--- config.mk ---
export PLATFORM = sky130hd
export DESIGN_NAME = deadline_timeout_queue_unit_flat
export DESIGN_NICKNAME = d
export VERILOG_FILES = /design/src/rtl/core/dtq_pkg.sv /design/src/rtl/core/dtq_if.sv /design/src/rtl/core/deadline_timeout_queue_unit.sv /design/src/rtl/core/dtq_front.sv /design/src/rtl/core/dtq_back.sv /design/src/flat_wrapper.sv
export SDC_FILE = /design/constraint.sdc
export NUM_CORES = 2
export LEC_CHECK = 0
export ABC_CLOCK_PERIOD_IN_PS = 9700
export BUFFER_PORTS_ARGS = -buffer_cell sky130_fd_sc_hd__buf_4
export CAP_MARGIN = 0
export CORE_UTILIZATION = 55
export DETAILED_ROUTE_END_ITERATION = 8
export PLACE_DENSITY = 0.68
export REMOVE_ABC_BUFFERS = 1
export SETUP_SLACK_MARGIN = 0.15
export SLEW_MARGIN = 20
export SYNTH_ARGS = -nofsm -noshare
export SYNTH_HDL_FRONTEND = slang
export SYNTH_HIERARCHICAL = 1
export SYNTH_SLANG_ARGS = --single-unit
--- constraint.sdc ---
create_clock -name clk -period 9.7 [get_ports clk]
set_clock_uncertainty 0.2 [all_clocks]
set_input_delay 0.97 -clock clk [delete_from_list [all_inputs] [get_ports clk]]
set_output_delay 0.97 -clock clk [all_outputs]
set_load 0.005 [all_outputs]
--- src/rtl/core/dtq_pkg.sv ---
`default_nettype none
// ----------------------------------------------------------------------------
// dtq_pkg: shared types and constants of the deadline timeout queue
// Request codes, status codes, default sizes and the front-to-back command.
// ----------------------------------------------------------------------------
package dtq_pkg;

	localparam int NumSlotsDefault   = 16;
	localparam int TimeWidthDefault  = 32;
	localparam int DelayWidthDefault = 16;
	localparam int SlotWidth         = 4;
	localparam int ReqWidth          = 2;
	localparam int StatusWidth       = 2;
	localparam int OutTimeWidth      = 32;
	localparam int OutDelayWidth     = 16;
	localparam int MaxResults        = 16;

	typedef enum logic [ReqWidth-1:0] {
		REQ_ADD    = 2'd0,
		REQ_CANCEL = 2'd1,
		REQ_RESET  = 2'd2,
		REQ_TICK   = 2'd3
	} req_t;

	typedef enum logic [StatusWidth-1:0] {
		ST_OK        = 2'd0,
		ST_ARMED     = 2'd1,
		ST_NOT_ARMED = 2'd2
	} status_t;

	typedef struct packed {
		req_t                    req;
		logic [SlotWidth-1:0]    slot;
		logic [OutDelayWidth-1:0] delay;
		logic [OutTimeWidth-1:0] now_time;
	} cmd_t;

endpackage
`default_nettype wire

--- src/rtl/core/dtq_if.sv ---
`default_nettype none
// ----------------------------------------------------------------------------
// dtq_req_if / dtq_rsp_if: valid-ready channels of the timeout queue
// Request and result words with source and sink modports.
// ----------------------------------------------------------------------------
interface dtq_req_if;
	logic        valid;
	logic        ready;
	logic [1:0]  req_type;
	logic [3:0]  slot;
	logic [15:0] delay;
	logic [31:0] now_time;
	modport source (output valid, req_type, slot, delay, now_time, input ready);
	modport sink (input valid, req_type, slot, delay, now_time, output ready);
endinterface

interface dtq_rsp_if;
	logic        valid;
	logic        ready;
	logic [1:0]  status;
	logic        expired_valid;
	logic [3:0]  expired_slot;
	logic        last;
	logic        queue_empty;
	logic [31:0] next_deadline;
	modport source (output valid, status, expired_valid, expired_slot, last,
		queue_empty, next_deadline, input ready);
	modport sink (input valid, status, expired_valid, expired_slot, last,
		queue_empty, next_deadline, output ready);
endinterface
`default_nettype wire

--- src/rtl/core/deadline_timeout_queue_unit.sv ---
`default_nettype none
// ----------------------------------------------------------------------------
// deadline_timeout_queue_unit: sorted timer queue, top level
//   channel  dir  words
//   req      in   add, cancel, reset, tick requests
//   rsp      out  status and expired slots, last marks the final word
// An add, cancel or reset walks the slot order in the back end one entry a
// cycle. A tick removes each due head in the same way, then sends one result
// word per expired slot, or a single word if none expired. A stalled result
// word holds the back end. Reset clears all state but the command queue words.
// A two-entry queue lets intake run while results stall.
// ----------------------------------------------------------------------------
module deadline_timeout_queue_unit #(
	parameter int NUM_SLOTS   = dtq_pkg::NumSlotsDefault,
	parameter int TIME_WIDTH  = dtq_pkg::TimeWidthDefault,
	parameter int DELAY_WIDTH = dtq_pkg::DelayWidthDefault
) (
	input wire logic  clk,
	input wire logic  arst_n,
	dtq_req_if.sink   req,
	dtq_rsp_if.source rsp
);
	dtq_pkg::cmd_t cmd;
	logic          cmd_valid, cmd_pop;

	dtq_front u_front (
		.clk, .arst_n, .req, .cmd, .cmd_valid, .cmd_pop
	);

	dtq_back #(
		.NUM_SLOTS(NUM_SLOTS), .TIME_WIDTH(TIME_WIDTH), .DELAY_WIDTH(DELAY_WIDTH)
	) u_back (
		.clk, .arst_n, .cmd, .cmd_valid, .cmd_pop, .rsp
	);
endmodule
`default_nettype wire

--- src/rtl/core/dtq_front.sv ---
`default_nettype none
// ----------------------------------------------------------------------------
// dtq_front: request intake
// Accept request words and push them into a two-entry command queue.
// ----------------------------------------------------------------------------
module dtq_front (
	input  wire logic          clk,
	input  wire logic          arst_n,
	dtq_req_if.sink            req,
	output dtq_pkg::cmd_t      cmd,
	output logic               cmd_valid,
	input  wire logic          cmd_pop
);
	dtq_pkg::cmd_t fifo_q [2];
	logic          wr_q, rd_q;
	logic [1:0]    cnt_q;
	logic          push;

	assign req.ready = (cnt_q != 2'd2);
	assign push      = req.valid && req.ready;
	assign cmd_valid = (cnt_q != 2'd0);
	assign cmd       = fifo_q[rd_q];

	always_ff @(posedge clk or negedge arst_n) begin
		if (!arst_n) begin
			wr_q  <= 1'b0;
			rd_q  <= 1'b0;
			cnt_q <= 2'd0;
		end else begin
			if (push) wr_q <= ~wr_q;
			if (cmd_pop) rd_q <= ~rd_q;
			cnt_q <= cnt_q + {1'b0, push} - {1'b0, cmd_pop};
		end
	end

	always_ff @(posedge clk) begin
		if (push) begin
			fifo_q[wr_q] <= '{req: dtq_pkg::req_t'(req.req_type), slot: req.slot,
				delay: req.delay, now_time: req.now_time};
		end
	end
endmodule
`default_nettype wire

--- src/rtl/core/dtq_back.sv ---
`default_nettype none
// ----------------------------------------------------------------------------
// dtq_back: timeout queue engine
// Keep the deadline-sorted slot order, insert and remove one entry a cycle,
// expire due heads on a tick, send one word per expired slot (one if none).
// ----------------------------------------------------------------------------
module dtq_back #(
	parameter int NUM_SLOTS   = dtq_pkg::NumSlotsDefault,
	parameter int TIME_WIDTH  = dtq_pkg::TimeWidthDefault,
	parameter int DELAY_WIDTH = dtq_pkg::DelayWidthDefault
) (
	input  wire logic     clk,
	input  wire logic     arst_n,
	input  dtq_pkg::cmd_t cmd,
	input  wire logic     cmd_valid,
	output logic          cmd_pop,
	dtq_rsp_if.source     rsp
);
	localparam int IW = $clog2(NUM_SLOTS);
	localparam int CW = $clog2(NUM_SLOTS + 1);
	localparam int SW = dtq_pkg::SlotWidth;
	localparam int MR = dtq_pkg::MaxResults;
	localparam int EW = $clog2(MR);
	localparam int RW = $clog2(MR + 1);

	typedef enum logic [2:0] {
		S_IDLE, S_FIND, S_REMOVE, S_SCAN, S_SHIFT, S_TICK, S_OUT
	} state_t;

	state_t                 state_q;
	logic [NUM_SLOTS-1:0]   armed_q;
	logic [TIME_WIDTH-1:0]  dl_q  [NUM_SLOTS];
	logic [DELAY_WIDTH-1:0] dly_q [NUM_SLOTS];
	logic [IW-1:0]          ord_q [NUM_SLOTS];
	logic [SW-1:0]          exp_q [MR];
	logic [CW-1:0]          cnt_q;
	logic [CW-1:0]          idx_q;
	logic [IW-1:0]          s_q;
	logic [TIME_WIDTH-1:0]  t_q;
	logic                   insert_q;
	logic [RW-1:0]          nexp_q;
	logic [RW-1:0]          oidx_q;
	logic [1:0]             status_q;
	logic                   ev_q, last_q;
	logic [SW-1:0]          es_q;

	logic [TIME_WIDTH-1:0]  now_w, dl_new, diff_d, head_dl;
	logic [IW-1:0]          idx_i, head, slot_i;
	logic                   in_range;
	logic [TIME_WIDTH-1:0]  nd_w;

	assign now_w    = TIME_WIDTH'(cmd.now_time);
	assign idx_i    = idx_q[IW-1:0];
	assign slot_i   = IW'(cmd.slot);
	assign in_range = ({{(32-SW){1'b0}}, cmd.slot} < 32'(NUM_SLOTS));
	assign dl_new   = t_q;
	assign diff_d   = t_q - dl_q[ord_q[idx_i]];
	assign head     = ord_q[0];
	assign head_dl  = now_w - dl_q[head];
	assign nd_w     = (cnt_q == '0) ? '0 : dl_q[ord_q[0]];

	assign cmd_pop           = (state_q == S_OUT) && rsp.ready && last_q;
	assign rsp.valid         = (state_q == S_OUT);
	assign rsp.status        = status_q;
	assign rsp.expired_valid = ev_q;
	assign rsp.expired_slot  = es_q;
	assign rsp.last          = last_q;
	assign rsp.queue_empty   = (cnt_q == '0);
	assign rsp.next_deadline = 32'(nd_w);

	always_ff @(posedge clk or negedge arst_n) begin
		if (!arst_n) begin
			state_q  <= S_IDLE;
			armed_q  <= '0;
			cnt_q    <= '0;
			dl_q     <= '{default: '0};
			dly_q    <= '{default: '0};
			ord_q    <= '{default: '0};
			exp_q    <= '{default: '0};
			idx_q    <= '0;
			s_q      <= '0;
			t_q      <= '0;
			insert_q <= 1'b0;
			nexp_q   <= '0;
			oidx_q   <= '0;
			status_q <= dtq_pkg::ST_OK;
			ev_q     <= 1'b0;
			last_q   <= 1'b0;
			es_q     <= '0;
		end else begin
			unique case (state_q)
				S_IDLE: if (cmd_valid) begin
					status_q <= dtq_pkg::ST_OK;
					ev_q     <= 1'b0;
					es_q     <= '0;
					last_q   <= 1'b1;
					idx_q    <= '0;
					nexp_q   <= '0;
					s_q      <= slot_i;
					insert_q <= 1'b0;
					if (cmd.req == dtq_pkg::REQ_TICK) begin
						state_q <= S_TICK;
					end else if (!in_range) begin
						status_q <= dtq_pkg::ST_NOT_ARMED;
						state_q  <= S_OUT;
					end else if (cmd.req == dtq_pkg::REQ_ADD) begin
						if (armed_q[slot_i]) begin
							status_q <= dtq_pkg::ST_ARMED;
							state_q  <= S_OUT;
						end else begin
							dly_q[slot_i] <= DELAY_WIDTH'(cmd.delay);
							t_q     <= now_w + TIME_WIDTH'(DELAY_WIDTH'(cmd.delay));
							armed_q[slot_i] <= 1'b1;
							state_q <= S_SCAN;
						end
					end else if (!armed_q[slot_i]) begin
						status_q <= dtq_pkg::ST_NOT_ARMED;
						state_q  <= S_OUT;
					end else begin
						if (cmd.req == dtq_pkg::REQ_CANCEL)
							armed_q[slot_i] <= 1'b0;
						else begin
							insert_q <= 1'b1;
							t_q <= now_w + TIME_WIDTH'(dly_q[slot_i]);
						end
						state_q <= S_FIND;
					end
				end
				S_FIND: begin
					if (ord_q[idx_i] == s_q) state_q <= S_REMOVE;
					else idx_q <= idx_q + 1'b1;
				end
				S_REMOVE: begin
					if (idx_q + 1'b1 < cnt_q) begin
						ord_q[idx_i] <= ord_q[IW'(idx_q + 1'b1)];
						idx_q <= idx_q + 1'b1;
					end else begin
						cnt_q <= cnt_q - 1'b1;
						idx_q <= '0;
						if (insert_q) state_q <= S_SCAN;
						else if (cmd.req == dtq_pkg::REQ_TICK) state_q <= S_TICK;
						else state_q <= S_OUT;
					end
				end
				S_SCAN: begin
					if (idx_q < cnt_q && !diff_d[TIME_WIDTH-1]) begin
						idx_q <= idx_q + 1'b1;
					end else begin
						dl_q[s_q] <= dl_new;
						idx_q     <= cnt_q;
						state_q   <= S_SHIFT;
						t_q       <= TIME_WIDTH'(idx_q);
					end
				end
				S_SHIFT: begin
					if (idx_q > CW'(t_q)) begin
						ord_q[idx_i] <= ord_q[IW'(idx_q - 1'b1)];
						idx_q <= idx_q - 1'b1;
					end else begin
						ord_q[idx_i] <= s_q;
						cnt_q   <= cnt_q + 1'b1;
						state_q <= S_OUT;
					end
				end
				S_TICK: begin
					if (cnt_q != '0 && !head_dl[TIME_WIDTH-1] && nexp_q < RW'(MR)) begin
						exp_q[nexp_q[EW-1:0]] <= SW'(head);
						idx_q         <= '0;
						armed_q[head] <= 1'b0;
						nexp_q        <= nexp_q + 1'b1;
						state_q       <= S_REMOVE;
					end else begin
						if (nexp_q != '0) begin
							ev_q   <= 1'b1;
							es_q   <= exp_q[0];
							last_q <= (nexp_q == RW'(1));
						end
						oidx_q  <= RW'(1);
						state_q <= S_OUT;
					end
				end
				S_OUT: if (rsp.ready) begin
					if (last_q) begin
						state_q <= S_IDLE;
					end else begin
						es_q   <= exp_q[oidx_q[EW-1:0]];
						last_q <= (oidx_q + 1'b1 == nexp_q);
						oidx_q <= oidx_q + 1'b1;
					end
				end
				default: state_q <= S_IDLE;
			endcase
		end
	end
endmodule
`default_nettype wire
--- src/flat_wrapper.sv ---
// flat-port wrapper written by rule: the top's interface ports become plain ports
module deadline_timeout_queue_unit_flat 
#(
	parameter int NUM_SLOTS   = dtq_pkg::NumSlotsDefault,
	parameter int TIME_WIDTH  = dtq_pkg::TimeWidthDefault,
	parameter int DELAY_WIDTH = dtq_pkg::DelayWidthDefault
)
  (clk, arst_n, req_valid, req_req_type, req_slot, req_delay, req_now_time, req_ready, rsp_valid, rsp_status, rsp_expired_valid, rsp_expired_slot, rsp_last, rsp_queue_empty, rsp_next_deadline, rsp_ready);
  dtq_req_if req_i ();
  dtq_rsp_if rsp_i ();
  input wire logic clk;
  input wire logic arst_n;
  input wire logic [$bits(req_i.valid)-1:0] req_valid;
  input wire logic [$bits(req_i.req_type)-1:0] req_req_type;
  input wire logic [$bits(req_i.slot)-1:0] req_slot;
  input wire logic [$bits(req_i.delay)-1:0] req_delay;
  input wire logic [$bits(req_i.now_time)-1:0] req_now_time;
  output wire logic [$bits(req_i.ready)-1:0] req_ready;
  output wire logic [$bits(rsp_i.valid)-1:0] rsp_valid;
  output wire logic [$bits(rsp_i.status)-1:0] rsp_status;
  output wire logic [$bits(rsp_i.expired_valid)-1:0] rsp_expired_valid;
  output wire logic [$bits(rsp_i.expired_slot)-1:0] rsp_expired_slot;
  output wire logic [$bits(rsp_i.last)-1:0] rsp_last;
  output wire logic [$bits(rsp_i.queue_empty)-1:0] rsp_queue_empty;
  output wire logic [$bits(rsp_i.next_deadline)-1:0] rsp_next_deadline;
  input wire logic [$bits(rsp_i.ready)-1:0] rsp_ready;
  assign req_i.valid = req_valid;
  assign req_i.req_type = req_req_type;
  assign req_i.slot = req_slot;
  assign req_i.delay = req_delay;
  assign req_i.now_time = req_now_time;
  assign req_ready = req_i.ready;
  assign rsp_valid = rsp_i.valid;
  assign rsp_status = rsp_i.status;
  assign rsp_expired_valid = rsp_i.expired_valid;
  assign rsp_expired_slot = rsp_i.expired_slot;
  assign rsp_last = rsp_i.last;
  assign rsp_queue_empty = rsp_i.queue_empty;
  assign rsp_next_deadline = rsp_i.next_deadline;
  assign rsp_i.ready = rsp_ready;
  deadline_timeout_queue_unit #(.NUM_SLOTS(NUM_SLOTS), .TIME_WIDTH(TIME_WIDTH), .DELAY_WIDTH(DELAY_WIDTH)) u_core (.clk(clk), .arst_n(arst_n), .req(req_i), .rsp(rsp_i));
endmodule
==> summary.txt <==
Global routing
  – Number of antenna violations at the first check in global routing: 1
  – Met2 usage: 45.6%
  – Total gr overflow: 0
  – GRT met1 Usage: 40.1%
  – Grt peak-use layer: met2
  – Largest net degree at the start of global routing: 181
  – Vias in the first global route: 38000
  – GRT Total Usage: 28.8%
  – Met3 Use GR: 5.35%
  – First-pass GRT wire length: 236 mm

Critical path
  – Crit path launch type: register
  – Max FO, Critical Path: 82
  – Family with the most delay on the worst path: simple AND/OR/NAND/NOR gates
  – CP max stage cell: or4b_2
  – Crit Path Category: register to register
  – CP Buf/Inv Count: 4
  – WP data arrival: 8.48 ns
  – Slowest stage delay, CP: 1.11 ns
  – Worst Setup End Kind: register
  – Data required, critical path: 10.09 ns
  – Crit path cell chain: buf_4, mux4_2, mux4_4, buf_12, buf_4, a211oi_1, a211oi_1, a211oi_1, a21o_1, ha_1, nand3_1, or3_1, o21bai_1, o211a_1, o221a_2, o41a_1, nor3b_2, o31ai_4, or4b_2, buf_4, mux2_1

Timing
  – Final Hold Viols: 0
  – Final WS setup: 1.60 ns
  – Worst slew pin tran: 1.11 ns
  – Min Tclk post-route: 8.10 ns
  – Slew margin rel.: 25.9%
  – Final number of setup-violating endpoints: 0
  – RSZ-0062 raised after global routing: no
  – Fin. max-slew vios: 0
  – Final Cycle Share: 83.5%
  – Maximum clock rate: 123 MHz

Yosys
  – Number of synthesized flops with an enable pin: 108
  – Async SR Flop Fraction: 90.1%
  – Top FF cell, synth: dfrtp_1
  – Synth Instances: 4329
  – Synth top area share: 42.4%
  – Count leader, synth: dfrtp_1
  – Commonest cells in the synthesized netlist: 984 x dfrtp_1, 662 x mux2_2, 323 x mux4_2
  – Synth unique cells: 84
  – Post-synthesis register bit count: 1092
  – Avg Inst Size Synth: 13.4 µm²
  – Synth warnings: 6
  – Mapped Area: 58100 µm²
  – Sequential element share of the synthesized area: 48.0%
  – Synth area leader: dfrtp_1
  – Area contributors post-synth: dfrtp_1 42%, mux2_2 13%, mux4_2 13%

Route
  – Routed Antenna Nets: 0
  – 1st-pass router iterations: 6
  – Vias: 37000
  – Final wirelength: 151 mm
  – Routed length per instance: 26.2 µm
  – Drc violations: 0
  – Routed vias/inst: 6.40
  – DRT iter0 DRCs: 3384

Placement
  – Placed inst area: 60200 µm²
  – Pre-CTS setup slack: 1.52 ns
  – Placed Instances: 5561
  – Port-buffer cells: 100
  – DP Wirelength: 93.7 mm
  – Gp weighted congestion: 0.862

Pwr
  – Clock Power Share: 23.8%
  – Sequential Power Share: 34.1%
  – NetSw: 7480 µW
  – Tot Pwr: 19100 µW
  – Leakage power: 0.0288 µW
  – Internal power: 11700 µW
  – Sw Ratio: 39.0%
  – Power Dens Cells: 298 nW/µm²
  – Combinational share of power: 42.1%
  – Peak supply drop: 0.189 mV

Clocking
  – # hold bufs at CTS: 0
  – Clock latency on the worst-skew pair: 0.73 ns
  – Root Buffer Master: clkbuf_16
  – Max Root-Sink Buffers: 3
  – Clock sinks: 1092
  – Setup Buffers After CTS: 0
  – Num CTS Buffers: 118
  – Clock-pin slew on the worst setup and hold paths: 0.06 ns
  – Post-CTS sizing: 0
  – Depth of the CTS H-tree: 3
  – CTS tree: done

Floorplan
  – Die area: 107000 µm²
  – I/O pin cnt: 101
  – Num rows: 118
  – Core area: 104000 µm²
  – Die height: 327 µm
  – Initial core utilization: 55.8%
  – Die X: 327 µm

Final layout
  – Layout Utilization: 61.7%
  – Area grow syn2layout: 10.4%
  – Design area: 64200 µm²
  – Count of non-filler cells in the finished layout: 5787
  – Final nets: 4466
  – Layout cells sized above 1: 34.3%

Run status
  – Status: complete, no violations

Run
  – # Max-Cap Violations: 0

Worst hold path
  – Class of the tightest hold or removal check: input pin to asynchronous set/reset pin
[registers in the layout, indices dropped and copies added (netlist names), 2 cells and up, named ones only]
register,flops
u_core/u_back/dl_q,512
u_core/u_back/dly_q,256
u_core/u_front/fifo_q,108
u_core/u_back/exp_q,64
u_core/u_back/ord_q,60
u_core/u_back/dl_new,32
u_core/u_back/cnt_q,5
u_core/u_back/idx_q,5
u_core/u_back/nexp_q,5
u_core/u_back/oidx_q,5
u_core/u_back/head,4
u_core/u_back/rsp.expired_slot,4
u_core/u_back/s_q,4
u_core/u_back/state_q,3
u_core/u_back/rsp.status,2
u_core/u_front/cnt_q,2
[cells by family (layout without fill, tap and decap cells)]
group	count (synthesis)	in the layout	synth area share [%]
other cells	0	1	0
buf+inv	416	493	3.07
simple gates	605	605	5.35
xor+xnor	55	55	0.829
mux	1353	1353	32.7
compound gates	701	701	7.76
flops	1092	1092	48.0
fa+ha+maj	107	107	2.33
[cell type report]
cell class	count	area, µm²
Clock inverter	48	534
Sequential cell	1092	27900
Tap cell	1380	1730
Clock buffer	177	3460
Multi-Input combinational cell	2821	28600
Inverter	66	248
Antenna cell	1	2.50
Timing Repair Buffer	202	1690
Fill cell	8016	39900
[final timing paths]
kind                                           endpoint                        start  slack, ns  depth (start not counted)
hold / removal                  u_core/u_back/dl_q[216]                       arst_n       0.07                          1
min in group clk           u_core/u_front/fifo_q[0][37]                 req_delay[5]       0.22                          1
max in group asynchronous       u_core/u_back/dly_q[42]                       arst_n       7.18                          3
setup / recovery                u_core/u_back/dl_q[498]       u_core/u_back/idx_q[1]       1.60                         21
setup reg to reg                u_core/u_back/dl_q[498]       u_core/u_back/idx_q[1]       1.60                         21
hold reg to reg             u_core/u_back/rsp.status[1]  u_core/u_back/rsp.status[1]       0.27                          2
[worst register-to-register path: cells and delay by family, from the launching register on]
family	cells	cell delay, ns
AO/OA/AOI/OAI	9	1.56
adder cells (fa/ha/maj)	1	0.16
AND/OR/NAND/NOR	4	1.90
flip-flops	1	0.63
multiplexers	3	1.91
buffers and inverters	4	1.62
[per-layer routing]
| layer | vias up | part of all wire, % |
|---|---|---|
| li1 | 16300 | - |
| met4 | 0 | 3.7 |
| met3 | 287 | 5.9 |
| met1 | 19400 | 43 |
| met2 | 1097 | 47 |
| met5 | - | 0 |
[through the flow]
| stage | setup TNS, ns | hold slack, ns |
|---|---|---|
| after floorplan | -2416.01 | 0.259 |
| after global placement | 0 | 0.260 |
| after detailed placement | 0 | 0.262 |
| after CTS | 0 | 0.0841 |
| after global routing | 0 | 0.124 |
| final | 0 | 0.0742 |
[cell usage in the layout (no fill, tap or decap), types with 13 or more instances in the layout]
cell type	count
o21ai_0	159
edfxtp_1	108
clkbuf_1	32
nand2_1	173
nor2_1	80
nor2_2	16
mux2i_1	145
mux2_1	139
xnor2_1	25
mux2_4	82
ha_1	105
buf_4	188
dfrtp_1	978
a211oi_1	215
mux2_2	663
nand2b_1	18
buf_12	13
a31oi_1	20
xor2_1	30
nor3_1	28
clkbuf_8	26
inv_1	62
o21ai_1	21
a21o_1	58
a21oi_1	144
clkbuf_16	119
nor2b_1	146
and3_1	13
nand4_1	17
clkinv_1	14
nand3_1	58
clkinv_2	18
mux4_2	319
[power by group through the flow]
stage	combinational (µW)	sequential, µW	clock, µW
after floorplan	5660	6420	0
after global placement	7900	6550	0
after detailed placement	8000	6580	0
after CTS	8040	6510	4660
after global routing	8750	6660	4830
final	8070	6520	4550
No activity file was read; power rests on OpenSTA's default activity.
